**config.mk**
```make
export PLATFORM = sky130hd
export DESIGN_NAME = radial_ripple_led_blend
export DESIGN_NICKNAME = d
export VERILOG_FILES = /design/src/sv/rrlb_pkg.sv /design/src/sv/rrlb_sqrt.sv /design/src/sv/radial_ripple_led_blend.sv
export SDC_FILE = /design/constraint.sdc
export NUM_CORES = 2
export LEC_CHECK = 0
export ABC_AREA = 1
export BUFFER_PORTS_ARGS = -buffer_cell sky130_fd_sc_hd__buf_2
export CORE_UTILIZATION = 35
export CTS_CLUSTER_DIAMETER = 50
export DETAILED_ROUTE_END_ITERATION = 10
export GPL_TIMING_DRIVEN = 0
export PLACE_DENSITY_LB_ADDON = 0.3
export SYNTH_ARGS = -nofsm -noshare
export SYNTH_HDL_FRONTEND = slang
export SYNTH_HIERARCHICAL = 1
export SYNTH_SLANG_ARGS = --single-unit
export TNS_END_PERCENT = 20
```
**constraint.sdc**
```tcl
create_clock -name clock -period 8.1 [get_ports clock]
set_clock_uncertainty 0.05 [all_clocks]
set_input_delay 1.62 -clock clock [delete_from_list [all_inputs] [get_ports clock]]
set_output_delay 1.62 -clock clock [all_outputs]
set_load 0.02 [all_outputs]
```
**src/sv/rrlb_pkg.sv**
```systemverilog
// Types, constants and register codes for the radial ripple LED blend block.
// No dependencies; imported by every module of the block.
`default_nettype none

package rrlb_pkg;

   localparam int BAND_WIDTH = 36;
   localparam int FRAC_BITS  = 6;

   localparam int X_W   = 9;
   localparam int Y_W   = 8;
   localparam int CH_W  = 8;
   localparam int RGB_W = 3 * CH_W;
   localparam int LIMIT_W = 15;
   localparam int STEP_W  = 12;
   localparam int CSR_IDX_W = 3;

   localparam int BAND   = BAND_WIDTH << FRAC_BITS;
   localparam int BAND_W = $clog2(BAND + 1);

   localparam int RADIUS_W = (BAND_W + 1 > 16) ? BAND_W + 1 : 16;

   // dx^2 + dy^2, then shifted left by 2*FRAC_BITS bits before the root
   localparam int SUM_W      = 2 * X_W + 1;
   localparam int RAW_W      = SUM_W + 2 * FRAC_BITS;
   localparam int ROOT_W     = (RAW_W + 1) / 2;
   localparam int RADICAND_W = 2 * ROOT_W;
   localparam int ROOT_CNT_W = $clog2(ROOT_W);

   localparam int DIFF_W = ((ROOT_W > RADIUS_W) ? ROOT_W : RADIUS_W) + 2;

   // blend numerator and reciprocal for the divide by BAND
   localparam int NUM_W   = BAND_W + CH_W;
   localparam int PROD_W  = BAND_W + CH_W + 2;
   localparam int RECIP   = (2 ** NUM_W) / BAND;
   localparam int RECIP_W = $clog2(RECIP + 1);
   localparam int QPROD_W = NUM_W + RECIP_W;

   localparam logic [RGB_W-1:0]    FG_RESET     = 24'hFF_FFFF;
   localparam logic [RGB_W-1:0]    BG_RESET     = 24'hFF_FFFF;
   localparam logic [X_W-1:0]      CX_RESET     = 9'd149;
   localparam logic [Y_W-1:0]      CY_RESET     = 8'd38;
   localparam logic [LIMIT_W-1:0]  LIMIT_RESET  = 15'd13917;
   localparam logic [STEP_W-1:0]   STEP_RESET   = 12'd270;

   typedef enum logic {
      OP_KEY  = 1'b0,
      OP_TICK = 1'b1
   } op_type;

   typedef enum logic [CSR_IDX_W-1:0] {
      CSR_FOREGROUND = 3'd0,
      CSR_BACKGROUND = 3'd1,
      CSR_CENTER_X   = 3'd2,
      CSR_CENTER_Y   = 3'd3,
      CSR_RING_LIMIT = 3'd4,
      CSR_RING_STEP  = 3'd5
   } csr_index_type;

   typedef enum logic [3:0] {
      ST_IDLE,
      ST_SQ_X,
      ST_SQ_Y,
      ST_ROOT_GO,
      ST_ROOT,
      ST_DIFF,
      ST_MIX,
      ST_QUOT,
      ST_FIX
   } state_type;

   typedef struct packed {
      op_type         op;
      logic [X_W-1:0] key_x;
      logic [Y_W-1:0] key_y;
   } req_type;

   typedef struct packed {
      logic [CH_W-1:0] red;
      logic [CH_W-1:0] green;
      logic [CH_W-1:0] blue;
      logic            in_band;
   } rsp_type;

   typedef struct packed {
      logic              done;
      logic [ROOT_W-1:0] root;
   } root_result_type;

endpackage

`default_nettype wire

```
**src/sv/rrlb_sqrt.sv**
```systemverilog
// Iterative integer square root, two radicand bits per cycle.
// Depends on rrlb_pkg.
`default_nettype none

module rrlb_sqrt (
   input  wire logic                           clock,
   input  wire logic                           reset,
   input  wire logic                           start,
   input  wire logic [rrlb_pkg::RADICAND_W-1:0] radicand,
   output rrlb_pkg::root_result_type            result
);
   import rrlb_pkg::*;

   logic                  busy_ff;
   logic                  done_ff;
   logic [ROOT_CNT_W-1:0] count_ff;
   logic [RADICAND_W-1:0] val_ff;
   logic [ROOT_W+1:0]     rem_ff;
   logic [ROOT_W-1:0]     root_ff;

   logic [ROOT_W+1:0] shifted;
   logic [ROOT_W+1:0] trial;
   logic              take;
   logic              last;

   assign shifted = {rem_ff[ROOT_W-1:0], val_ff[RADICAND_W-1 -: 2]};
   assign trial   = {root_ff, 2'b01};
   assign take    = shifted >= trial;
   assign last    = count_ff == ROOT_CNT_W'(ROOT_W - 1);

   always_ff @(posedge clock) begin
      if (reset) begin
         busy_ff  <= 1'b0;
         done_ff  <= 1'b0;
         count_ff <= '0;
      end else begin
         done_ff <= busy_ff & last;
         if (start) begin
            busy_ff  <= 1'b1;
            count_ff <= '0;
         end else if (busy_ff) begin
            count_ff <= count_ff + ROOT_CNT_W'(1);
            if (last) begin
               busy_ff <= 1'b0;
            end
         end
      end
   end

   always_ff @(posedge clock) begin
      if (start) begin
         val_ff  <= radicand;
         rem_ff  <= '0;
         root_ff <= '0;
      end else if (busy_ff) begin
         val_ff <= {val_ff[RADICAND_W-3:0], 2'b00};
         if (take) begin
            rem_ff  <= shifted - trial;
            root_ff <= {root_ff[ROOT_W-2:0], 1'b1};
         end else begin
            rem_ff  <= shifted;
            root_ff <= {root_ff[ROOT_W-2:0], 1'b0};
         end
      end
   end

   assign result.done = done_ff;
   assign result.root = root_ff;

endmodule

`default_nettype wire

```
**src/sv/radial_ripple_led_blend.sv**
```systemverilog
// Radial ripple LED blend: distance from centre, ring band test, color blend.
// Depends on rrlb_pkg and rrlb_sqrt.
//
//   channel  ports                          direction  moves
//   req      req_valid req_stall req_data   in         op, key_x, key_y
//   rsp      rsp_valid rsp_stall rsp_data   out        red, green, blue, in_band
//   csr      csr_we csr_index csr_wdata     in         register writes
//
// A key transfer holds req_stall high through ST_SQ_X and ST_SQ_Y (square and sum),
// ST_ROOT_GO and ST_ROOT (16 root iterations and the done flag), then ST_DIFF, ST_MIX,
// ST_QUOT and ST_FIX (blend, divide and load); no new transfer is taken until then.
// A tick transfer updates the ring radius and leaves req_stall low.
// A stalled rsp holds back the load of the next result and keeps req_stall high.
// Reset is synchronous and restores the configuration registers and the ring radius.
`default_nettype none

module radial_ripple_led_blend (
   input  wire logic                           clock,
   input  wire logic                           reset,
   input  wire logic                           req_valid,
   output      logic                           req_stall,
   input  wire rrlb_pkg::req_type              req_data,
   output      logic                           rsp_valid,
   input  wire logic                           rsp_stall,
   output      rrlb_pkg::rsp_type              rsp_data,
   input  wire logic                           csr_we,
   input  wire logic [rrlb_pkg::CSR_IDX_W-1:0] csr_index,
   input  wire logic [rrlb_pkg::RGB_W-1:0]     csr_wdata
);
   import rrlb_pkg::*;

   state_type state_ff, state_in;

   logic [RGB_W-1:0]   fg_ff;
   logic [RGB_W-1:0]   bg_ff;
   logic [X_W-1:0]     cx_ff;
   logic [Y_W-1:0]     cy_ff;
   logic [LIMIT_W-1:0] limit_ff;
   logic [STEP_W-1:0]  step_ff;

   logic signed [RADIUS_W-1:0] radius_ff, radius_in;
   logic signed [RADIUS_W:0]   radius_sum;

   logic [X_W-1:0]   ax_ff;
   logic [Y_W-1:0]   ay_ff;
   logic [SUM_W-1:0] sq_ff;
   logic [X_W-1:0]   mul_op;
   logic [2*X_W-1:0] mul_out;

   logic            root_start;
   root_result_type root_res;

   logic signed [DIFF_W-1:0] diff;
   logic [DIFF_W-1:0]        mag;
   logic                     band_hit;
   logic [BAND_W-1:0]        a_ff;
   logic                     in_band_ff;

   logic [NUM_W-1:0] num_ff [3];
   logic [CH_W-1:0]  q0_ff  [3];
   logic [NUM_W-1:0] num_in [3];
   logic [CH_W-1:0]  q0_in  [3];
   logic [CH_W-1:0]  q_fix  [3];

   logic    rsp_valid_ff, rsp_valid_in;
   rsp_type rsp_data_ff;
   logic    req_xfer;
   logic    out_free;

   assign req_stall = state_ff != ST_IDLE;
   assign req_xfer  = req_valid & ~req_stall;
   assign out_free  = ~rsp_valid_ff | ~rsp_stall;
   assign rsp_valid = rsp_valid_ff;
   assign rsp_data  = rsp_data_ff;

   // config registers
   always_ff @(posedge clock) begin
      if (reset) begin
         fg_ff    <= FG_RESET;
         bg_ff    <= BG_RESET;
         cx_ff    <= CX_RESET;
         cy_ff    <= CY_RESET;
         limit_ff <= LIMIT_RESET;
         step_ff  <= STEP_RESET;
      end else if (csr_we) begin
         case (csr_index_type'(csr_index))
            CSR_FOREGROUND: fg_ff    <= csr_wdata;
            CSR_BACKGROUND: bg_ff    <= csr_wdata;
            CSR_CENTER_X:   cx_ff    <= csr_wdata[X_W-1:0];
            CSR_CENTER_Y:   cy_ff    <= csr_wdata[Y_W-1:0];
            CSR_RING_LIMIT: limit_ff <= csr_wdata[LIMIT_W-1:0];
            CSR_RING_STEP:  step_ff  <= csr_wdata[STEP_W-1:0];
            default: ;
         endcase
      end
   end

   // ring radius
   assign radius_sum = {radius_ff[RADIUS_W-1], radius_ff}
                     + $signed({{(RADIUS_W + 1 - STEP_W){1'b0}}, step_ff});

   always_comb begin
      radius_in = radius_ff;
      if (req_xfer && req_data.op == OP_TICK) begin
         if (radius_sum >= $signed({{(RADIUS_W + 1 - LIMIT_W){1'b0}}, limit_ff})) begin
            radius_in = -RADIUS_W'(BAND);
         end else begin
            radius_in = radius_sum[RADIUS_W-1:0];
         end
      end
   end

   // shared square unit
   assign mul_op  = (state_ff == ST_SQ_X) ? ax_ff : X_W'(ay_ff);
   assign mul_out = mul_op * mul_op;

   rrlb_sqrt u_sqrt (
      .clock    (clock),
      .reset    (reset),
      .start    (root_start),
      .radicand (RADICAND_W'(sq_ff) << (2 * FRAC_BITS)),
      .result   (root_res)
   );

   // distance minus radius
   assign diff = $signed({{(DIFF_W - ROOT_W){1'b0}}, root_res.root})
               - {{(DIFF_W - RADIUS_W){radius_ff[RADIUS_W-1]}}, radius_ff};
   assign mag      = diff[DIFF_W-1] ? DIFF_W'(-diff) : DIFF_W'(diff);
   assign band_hit = mag <= DIFF_W'(BAND);

   // blend lanes: num = fg*band + (bg - fg)*a, then num / band
   always_comb begin
      logic [CH_W-1:0]         fg_ch;
      logic [CH_W-1:0]         bg_ch;
      logic [CH_W:0]           d9;
      logic signed [PROD_W-1:0] d_ext;
      logic signed [PROD_W-1:0] a_ext;
      logic signed [PROD_W-1:0] base;
      logic signed [PROD_W-1:0] sum;
      logic [QPROD_W-1:0]      qprod;
      logic [NUM_W-1:0]        rem;
      for (int i = 0; i < 3; i++) begin
         fg_ch = fg_ff[CH_W*(2-i) +: CH_W];
         bg_ch = bg_ff[CH_W*(2-i) +: CH_W];
         d9    = {1'b0, bg_ch} - {1'b0, fg_ch};
         d_ext = {{(PROD_W - CH_W - 1){d9[CH_W]}}, d9};
         a_ext = $signed({{(PROD_W - BAND_W){1'b0}}, a_ff});
         base  = $signed(PROD_W'(fg_ch) * PROD_W'(BAND));
         sum   = base + d_ext * a_ext;
         num_in[i] = sum[NUM_W-1:0];
         qprod = QPROD_W'(num_ff[i]) * QPROD_W'(RECIP);
         q0_in[i] = qprod[NUM_W +: CH_W];
         rem = num_ff[i] - NUM_W'(NUM_W'(q0_ff[i]) * NUM_W'(BAND));
         q_fix[i] = q0_ff[i] + CH_W'(rem >= NUM_W'(BAND));
      end
   end

   // sequencer
   always_comb begin
      state_in     = state_ff;
      root_start   = 1'b0;
      rsp_valid_in = rsp_valid_ff & rsp_stall;
      case (state_ff)
         ST_IDLE: begin
            if (req_xfer && req_data.op == OP_KEY) begin
               state_in = ST_SQ_X;
            end
         end
         ST_SQ_X:    state_in = ST_SQ_Y;
         ST_SQ_Y:    state_in = ST_ROOT_GO;
         ST_ROOT_GO: begin
            root_start = 1'b1;
            state_in   = ST_ROOT;
         end
         ST_ROOT: begin
            if (root_res.done) begin
               state_in = ST_DIFF;
            end
         end
         ST_DIFF: state_in = ST_MIX;
         ST_MIX:  state_in = ST_QUOT;
         ST_QUOT: state_in = ST_FIX;
         ST_FIX: begin
            if (out_free) begin
               rsp_valid_in = 1'b1;
               state_in     = ST_IDLE;
            end
         end
         default: state_in = ST_IDLE;
      endcase
   end

   always_ff @(posedge clock) begin
      if (reset) begin
         state_ff     <= ST_IDLE;
         radius_ff    <= -RADIUS_W'(BAND);
         rsp_valid_ff <= 1'b0;
      end else begin
         state_ff     <= state_in;
         radius_ff    <= radius_in;
         rsp_valid_ff <= rsp_valid_in;
      end
   end

   always_ff @(posedge clock) begin
      if (req_xfer) begin
         ax_ff <= (req_data.key_x >= cx_ff) ? req_data.key_x - cx_ff
                                            : cx_ff - req_data.key_x;
         ay_ff <= (req_data.key_y >= cy_ff) ? req_data.key_y - cy_ff
                                            : cy_ff - req_data.key_y;
      end
      if (state_ff == ST_SQ_X) begin
         sq_ff <= SUM_W'(mul_out);
      end
      if (state_ff == ST_SQ_Y) begin
         sq_ff <= sq_ff + SUM_W'(mul_out);
      end
      if (state_ff == ST_DIFF) begin
         in_band_ff <= band_hit;
         a_ff       <= band_hit ? mag[BAND_W-1:0] : BAND_W'(BAND);
      end
      for (int i = 0; i < 3; i++) begin
         if (state_ff == ST_MIX) begin
            num_ff[i] <= num_in[i];
         end
         if (state_ff == ST_QUOT) begin
            q0_ff[i] <= q0_in[i];
         end
      end
      if (state_ff == ST_FIX && out_free) begin
         rsp_data_ff.red     <= q_fix[0];
         rsp_data_ff.green   <= q_fix[1];
         rsp_data_ff.blue    <= q_fix[2];
         rsp_data_ff.in_band <= in_band_ff;
      end
   end

endmodule

`default_nettype wire

```
**Word-level counts from Yosys, hierarchy flattened**

Memory sizes are Yosys's and may differ from the RTL's.
Cells that the tools add are included.

- Add/subtract/negate cells: 22
- $mul: 13
- Magnitude comparators: 8
- Eq/ne operators: 17
- Mux-type cells: 25
- Bitwise logic cells: 8
- Reductions and logical operators: 16

Operators by type and width:

| kind | count |
|---|---|
| 20-bit by 9-bit multiplier with 28-bit output, second input constant | 3 |
| 8-bit by 4-bit multiplier with 12-bit output, second input constant | 6 |
| 31-bit two-way mux | 2 |
| 20-bit adder | 3 |
| 20-bit by 12-bit greater-or-equal comparator with 1-bit output, second input constant | 3 |
| 9-bit by 13-bit multiplier with 20-bit output | 3 |
| 20-bit subtractor | 3 |
| 19-bit two-way mux | 2 |
| 4-bit case mux with 9 select lines | 1 |
| 16-bit two-way mux | 2 |
| 8-bit by 8-bit subtractor with 9-bit output | 3 |
| 8-bit by 1-bit adder with 8-bit output | 3 |
| 19-bit by 18-bit adder with 19-bit output | 1 |
| 18-bit greater-or-equal comparator | 1 |
| 18-bit by 12-bit <= comparator with 1-bit output, second input constant | 1 |
| 9-bit by 9-bit multiplier with 18-bit output | 1 |
| 18-bit two-way mux | 1 |
| 9-bit two-way mux | 2 |
| 18-bit negation | 1 |
| 17-bit by 16-bit subtractor with 18-bit output | 1 |
| 9-bit subtractor | 2 |
| 16-bit by 13-bit adder with 17-bit output | 1 |
| 17-bit by 16-bit greater-or-equal comparator with 1-bit output | 1 |
| 4-bit by 3-bit == test with 1-bit output, second input constant | 4 |
| 27 further kinds | 58 |

- Bits in registers: 245
- RAM bits: 84
- Input port bits: 50
- Memories kept: 2

Memories:

| memory | depth | bits a word | rd ports | clocked after Yosys merged registers in | wr ports | RTL line | RTL |
|---|---|---|---|---|---|---|---|
| num_ff | 3 | 20 | 3 | 0 | 3 | radial_ripple_led_blend.sv:59 | `logic [NUM_W-1:0] num_ff [3];` |
| q0_ff | 3 | 8 | 3 | 0 | 3 | radial_ripple_led_blend.sv:60 | `logic [CH_W-1:0] q0_ff [3];` |

**Longest topological paths before layout**

- Depth in word-level cells: 6
- Gate-level depth with buffers: 38
- Depth with buffers taken out: 37

**By module**

The synthesis kept the hierarchy.

Modules (own cells, without submodules):

| module | instances | cells an instance | area each (um^2) |
|---|---|---|---|
| radial_ripple_led_blend | 1 | 4503 | 37807.5 |
| rrlb_sqrt | 1 | 559 | 4076.4 |

**Worst setup path after synthesis**

No wires, ideal clock.

- Path kind: reg2reg
- Start: register state_ff[0]
- End: register sq_ff[18] (data pin)
- Library setup time: 257 ps
- Arrival: 6233 ps
- Path slack: 1560 ps
- Cell stages (with the launch flop): 37
- Buffers on the path: 1
- Cells stage by stage: dfxtp_1 > inv_1 > nor2_1 > inv_1 > nor2_1 > inv_1 > clkbuf_1 > o21ai_0 > inv_1 > nor2_1 > inv_1 > fa_1 > inv_1 > fa_1 > inv_1 > fa_1 > fa_1 > inv_1 > ha_1 > inv_1 > nor3_1 > nand2_1 > nand2_1 > a31oi_1 > o21ai_0 > xor2_1 > inv_1 > ha_1 > nand2_1 > nor2_1 > nand3_1 > o2111ai_1 > nand2_1 > a21boi_0 > o21ai_0 > nand2_1 > nor2_1

- Cells in the longest elaborated chain, start to end: 5
- Elaborated cells on any way between the ends: 6
- Those cells by class: add/sub: 1; mul: 1; eq/ne: 2; mux: 2

Ends and longest elaborated chain:

| element | RTL line | RTL |
|---|---|---|
| start, declared | radial_ripple_led_blend.sv:32 | `state_type state_ff, state_in;` |
| start signal, assigned | radial_ripple_led_blend.sv:199 | `state_ff <= state_in;` |
| 4-bit by 1-bit == test with 1-bit output | radial_ripple_led_blend.sv:114 | `assign mul_op = (state_ff == ST_SQ_X) ? ax_ff : X_W'(ay_ff);` |
| 9-bit two-way mux | radial_ripple_led_blend.sv:114 |  |
| 9-bit by 9-bit multiplier with 18-bit output | radial_ripple_led_blend.sv:115 | `assign mul_out = mul_op * mul_op;` |
| 19-bit by 18-bit adder with 19-bit output | radial_ripple_led_blend.sv:216 | `sq_ff <= sq_ff + SUM_W'(mul_out);` |
| 19-bit two-way mux * | radial_ripple_led_blend.sv:215 | `if (state_ff == ST_SQ_Y) begin` |
| end signal, assigned | radial_ripple_led_blend.sv:213 | `sq_ff <= SUM_W'(mul_out);` |
| end signal, assigned | radial_ripple_led_blend.sv:216 |  |
| end, declared | radial_ripple_led_blend.sv:46 | `logic [SUM_W-1:0] sq_ff;` |

Every way passes the cells marked *; elsewhere a longest branch is shown, timed or not.
A chain may end at the register's enable or synchronous reset.

==> flow_summary.json <==
{
  "max_stage_delay_ns": 0.74,
  "grt_pass1_vias": 32600,
  "critPathBufInv": 5,
  "gp_congestion": 0.865,
  "cts_setup_buffers": 0,
  "avgSynthCellArea_um2": 8.27,
  "final_antenna_net_count": 0,
  "hold-worst-slack_ns": 0.411,
  "slew_violations": 0,
  "cp-start-kind": "register",
  "cts_max_level": 2,
  "r2r_start": "fg_ff[0]",
  "seq_area_frac_synth": 0.208,
  "drt_pre_antenna_iters": 6,
  "remaining_drc_errors": 0,
  "antenna_found_initial": 13,
  "cts_made_buffers": 56,
  "wl_um": 103000,
  "initial_core_util": 0.354,
  "cts.reportedPaths.clkPinSlew_ns": 0.06,
  "yosysTopAreaCell": "fa_1",
  "worstSetupPathType": "register to register",
  "row_count": 126,
  "dieHeight_um": 348,
  "setup-violations-final": 0,
  "tightest_slew_ns": 1.06,
  "end_kind": "register",
  "fmax_ghz": 0.130,
  "syn_inst": 5062,
  "crit_fanout": 7,
  "grt_pass1_wl_um": 169000,
  "rrSetupSlack_ns": 0.41,
  "worstHoldStart": "bg_ff[10]",
  "period_needed_ns": 7.69,
  "drive_above_1_share": 0.0513,
  "yosysUniqueCellTypes": 57,
  "wl_per_cell_um": 15.1,
  "die-area_um2": 121000,
  "outcome": "finished, final reports clean",
  "cts_tree": "yes",
  "cap_violations": 0,
  "coreArea_um2": 118000,
  "io_pins": 77,
  "overflow": 0,
  "finish.utilization": 0.392,
  "hold_viol": 0,
  "yosys-top-cells-area": "fa_1, ha_1, edfxtp_1",
  "via_per_inst": 4.74,
  "cts_root_buf": "clkbuf_16",
  "clock-sinks": 341,
  "slew_headroom": 0.289,
  "async_flop_share": 0,
  "startpoint": "fg_ff[0]",
  "required_ns": 8.47,
  "cts.path.max_buffers": 3,
  "num_vias": 32500,
  "netlist_area_um2": 41900,
  "track_usage": 0.174,
  "worst_path_most_repeated_cell": "fa_1",
  "rsz0062_at_grt": "false",
  "drt_iter0_drc": 1610,
  "syn_to_final_growth_pct": 10.7,
  "synth_seq_cells": 341,
  "yosysTopAreaCellShare": 0.211,
  "insertion_delay_ns": 0.67,
  "portBuffers": 76,
  "synth_edf_count": 190,
  "yosysWarningCount": 6,
  "dp_hpwl_um": 87000,
  "tns_ns": 0,
  "nNetsFinal": 6301,
  "period_share": 0.949,
  "grt_max_degree": 35,
  "arrival_ns": 8.06,
  "hp-class": "register to register",
  "crit_family": "adder cells",
  "synth_top_flop_cell": "edfxtp_1",
  "crit_slowest_cell": "a21boi_1",
  "fp.dieW_um": 348
}
worst reg2reg max path, cell delays in order (launching register included):
cell and delay, ns:
dfxtp_1 0.54, ha_1 0.27, fa_1 0.23, inv_1 0.05
a31oi_1 0.23, o21ai_0 0.18, a21boi_1 0.74, inv_1 0.37
nor2_1 0.24, fa_1 0.41, inv_1 0.09, fa_1 0.42
fa_1 0.52, fa_1 0.52, fa_1 0.54, inv_1 0.04
ha_1 0.28, inv_1 0.07, o21bai_1 0.22, a21boi_0 0.21
o21ai_0 0.41, nand3_1 0.13, nand2_1 0.13, nand3_1 0.09
nand2_1 0.08, xor2_1 0.38
stage by stage:
step | cells | setup slack, ns | area, um2
floorplan | 5074 | 1.56 | 41900
global placement | 6750 | 0.251 | 44300
detailed placement | 6754 | 0.234 | 44400
CTS | 6859 | 0.222 | 46400
global route | 6859 | 0.0208 | 46400
finish | 6861 | 0.411 | 46400
synth_stat cells (16+ instances only):
library cell,count
o21ai_0,158
a21oi_1,288
nor3_1,22
ha_1,598
xor2_1,150
o211ai_1,49
fa_1,441
dfxtp_1,151
nor2_1,415
nand4_1,50
nand3_1,173
o22ai_1,21
xnor2_1,79
or2_2,16
nand2_1,1010
edfxtp_1,190
clkbuf_1,68
inv_1,997
cell usage in the layout, fill, tap and decap left out, types with 7 or more instances in the layout:
master | synthesis | routed
nand2_1 | 1010 | 1010
inv_1 | 997 | 997
ha_1 | 598 | 598
fa_1 | 441 | 441
nor2_1 | 415 | 410
a21oi_1 | 288 | 288
edfxtp_1 | 190 | 190
nand3_1 | 173 | 173
o21ai_0 | 158 | 153
dfxtp_1 | 151 | 151
xor2_1 | 150 | 150
buf_2 | 7 | 84
xnor2_1 | 79 | 79
clkbuf_1 | 68 | 71
clkbuf_16 | 0 | 57
nand4_1 | 50 | 50
o211ai_1 | 49 | 49
nor3_1 | 22 | 22
o22ai_1 | 21 | 21
or2_2 | 16 | 16
nand3_2 | 15 | 15
clkinv_1 | 12 | 14
conb_1 | 1 | 13
a31oi_1 | 12 | 12
o21bai_1 | 10 | 10
nand3b_1 | 10 | 10
nand2_2 | 10 | 10
a211oi_1 | 9 | 9
and2_1 | 8 | 8
a21boi_0 | 8 | 8
o21ai_1 | 3 | 7
a21o_1 | 7 | 7
clkinv_2 | 0 | 7
inv_8 | 0 | 7
inv_6 | 0 | 7
per-layer routing:
layer | vias to the layer above | global-route usage | wire length, um
met5 | - | 0 | 69
met4 | 12 | 0.0428 | 2310
met3 | 143 | 0.0281 | 5280
met2 | 592 | 0.296 | 48500
met1 | 15400 | 0.228 | 47100
li1 | 16400 | - | -
area by class of cell:
| type | instances | area (um2) |
|---|---|---|
| Tap cell | 1600 | 2000 |
| Buffer | 85 | 362 |
| Antenna cell | 2 | 5.00 |
| Timing Repair Buffer | 80 | 468 |
| Clock buffer | 67 | 1520 |
| Sequential cell | 341 | 8730 |
| Clock inverter | 38 | 413 |
| Multi-Input combinational cell | 3634 | 29100 |
| Fill cell | 12100 | 72000 |
| Inverter | 1014 | 3810 |
state kept, by name, indices dropped and copies added (netlist names), 15 cells and up:
register        cells
rsp_data           25
u_sqrt/root_ff     16
u_sqrt/val_ff      32
radius_ff          16
num_ff             60
limit_ff           15
u_sqrt/rem_ff      16
sq_ff              19
bg_ff              24
q0_ff              24
fg_ff              24
path summary, 6_finish.rpt:
check | endpoint | cells after the start
setup / recovery | num_ff[0][58] | 25
hold reg to reg | bg_ff[10] | 2
hold / removal | bg_ff[10] | 2
setup reg to reg | num_ff[0][58] | 25
cell families after synthesis:
logic type / count (synthesis) / synth area share
AO/OA/AOI/OAI: 599 / 0.0801
adder cells (fa/ha/maj): 1039 / 0.389
multiplexers: 3 / 0.000747
buffers and inverters: 1099 / 0.0994
XOR/XNOR: 229 / 0.0479
flip-flops: 341 / 0.208
other: 1 / 0.0000895
AND/OR/NAND/NOR: 1751 / 0.174
repair_timing:
item                                    CTS  global route
endpoints found under the hold margin     0             0
hold buffers                              0             0
gates resized for setup                   0             9
endpoints found under the setup margin    0             4
Power is not shown: default switching activity piles up to over one toggle a cycle in this logic, so the estimate is an artifact.
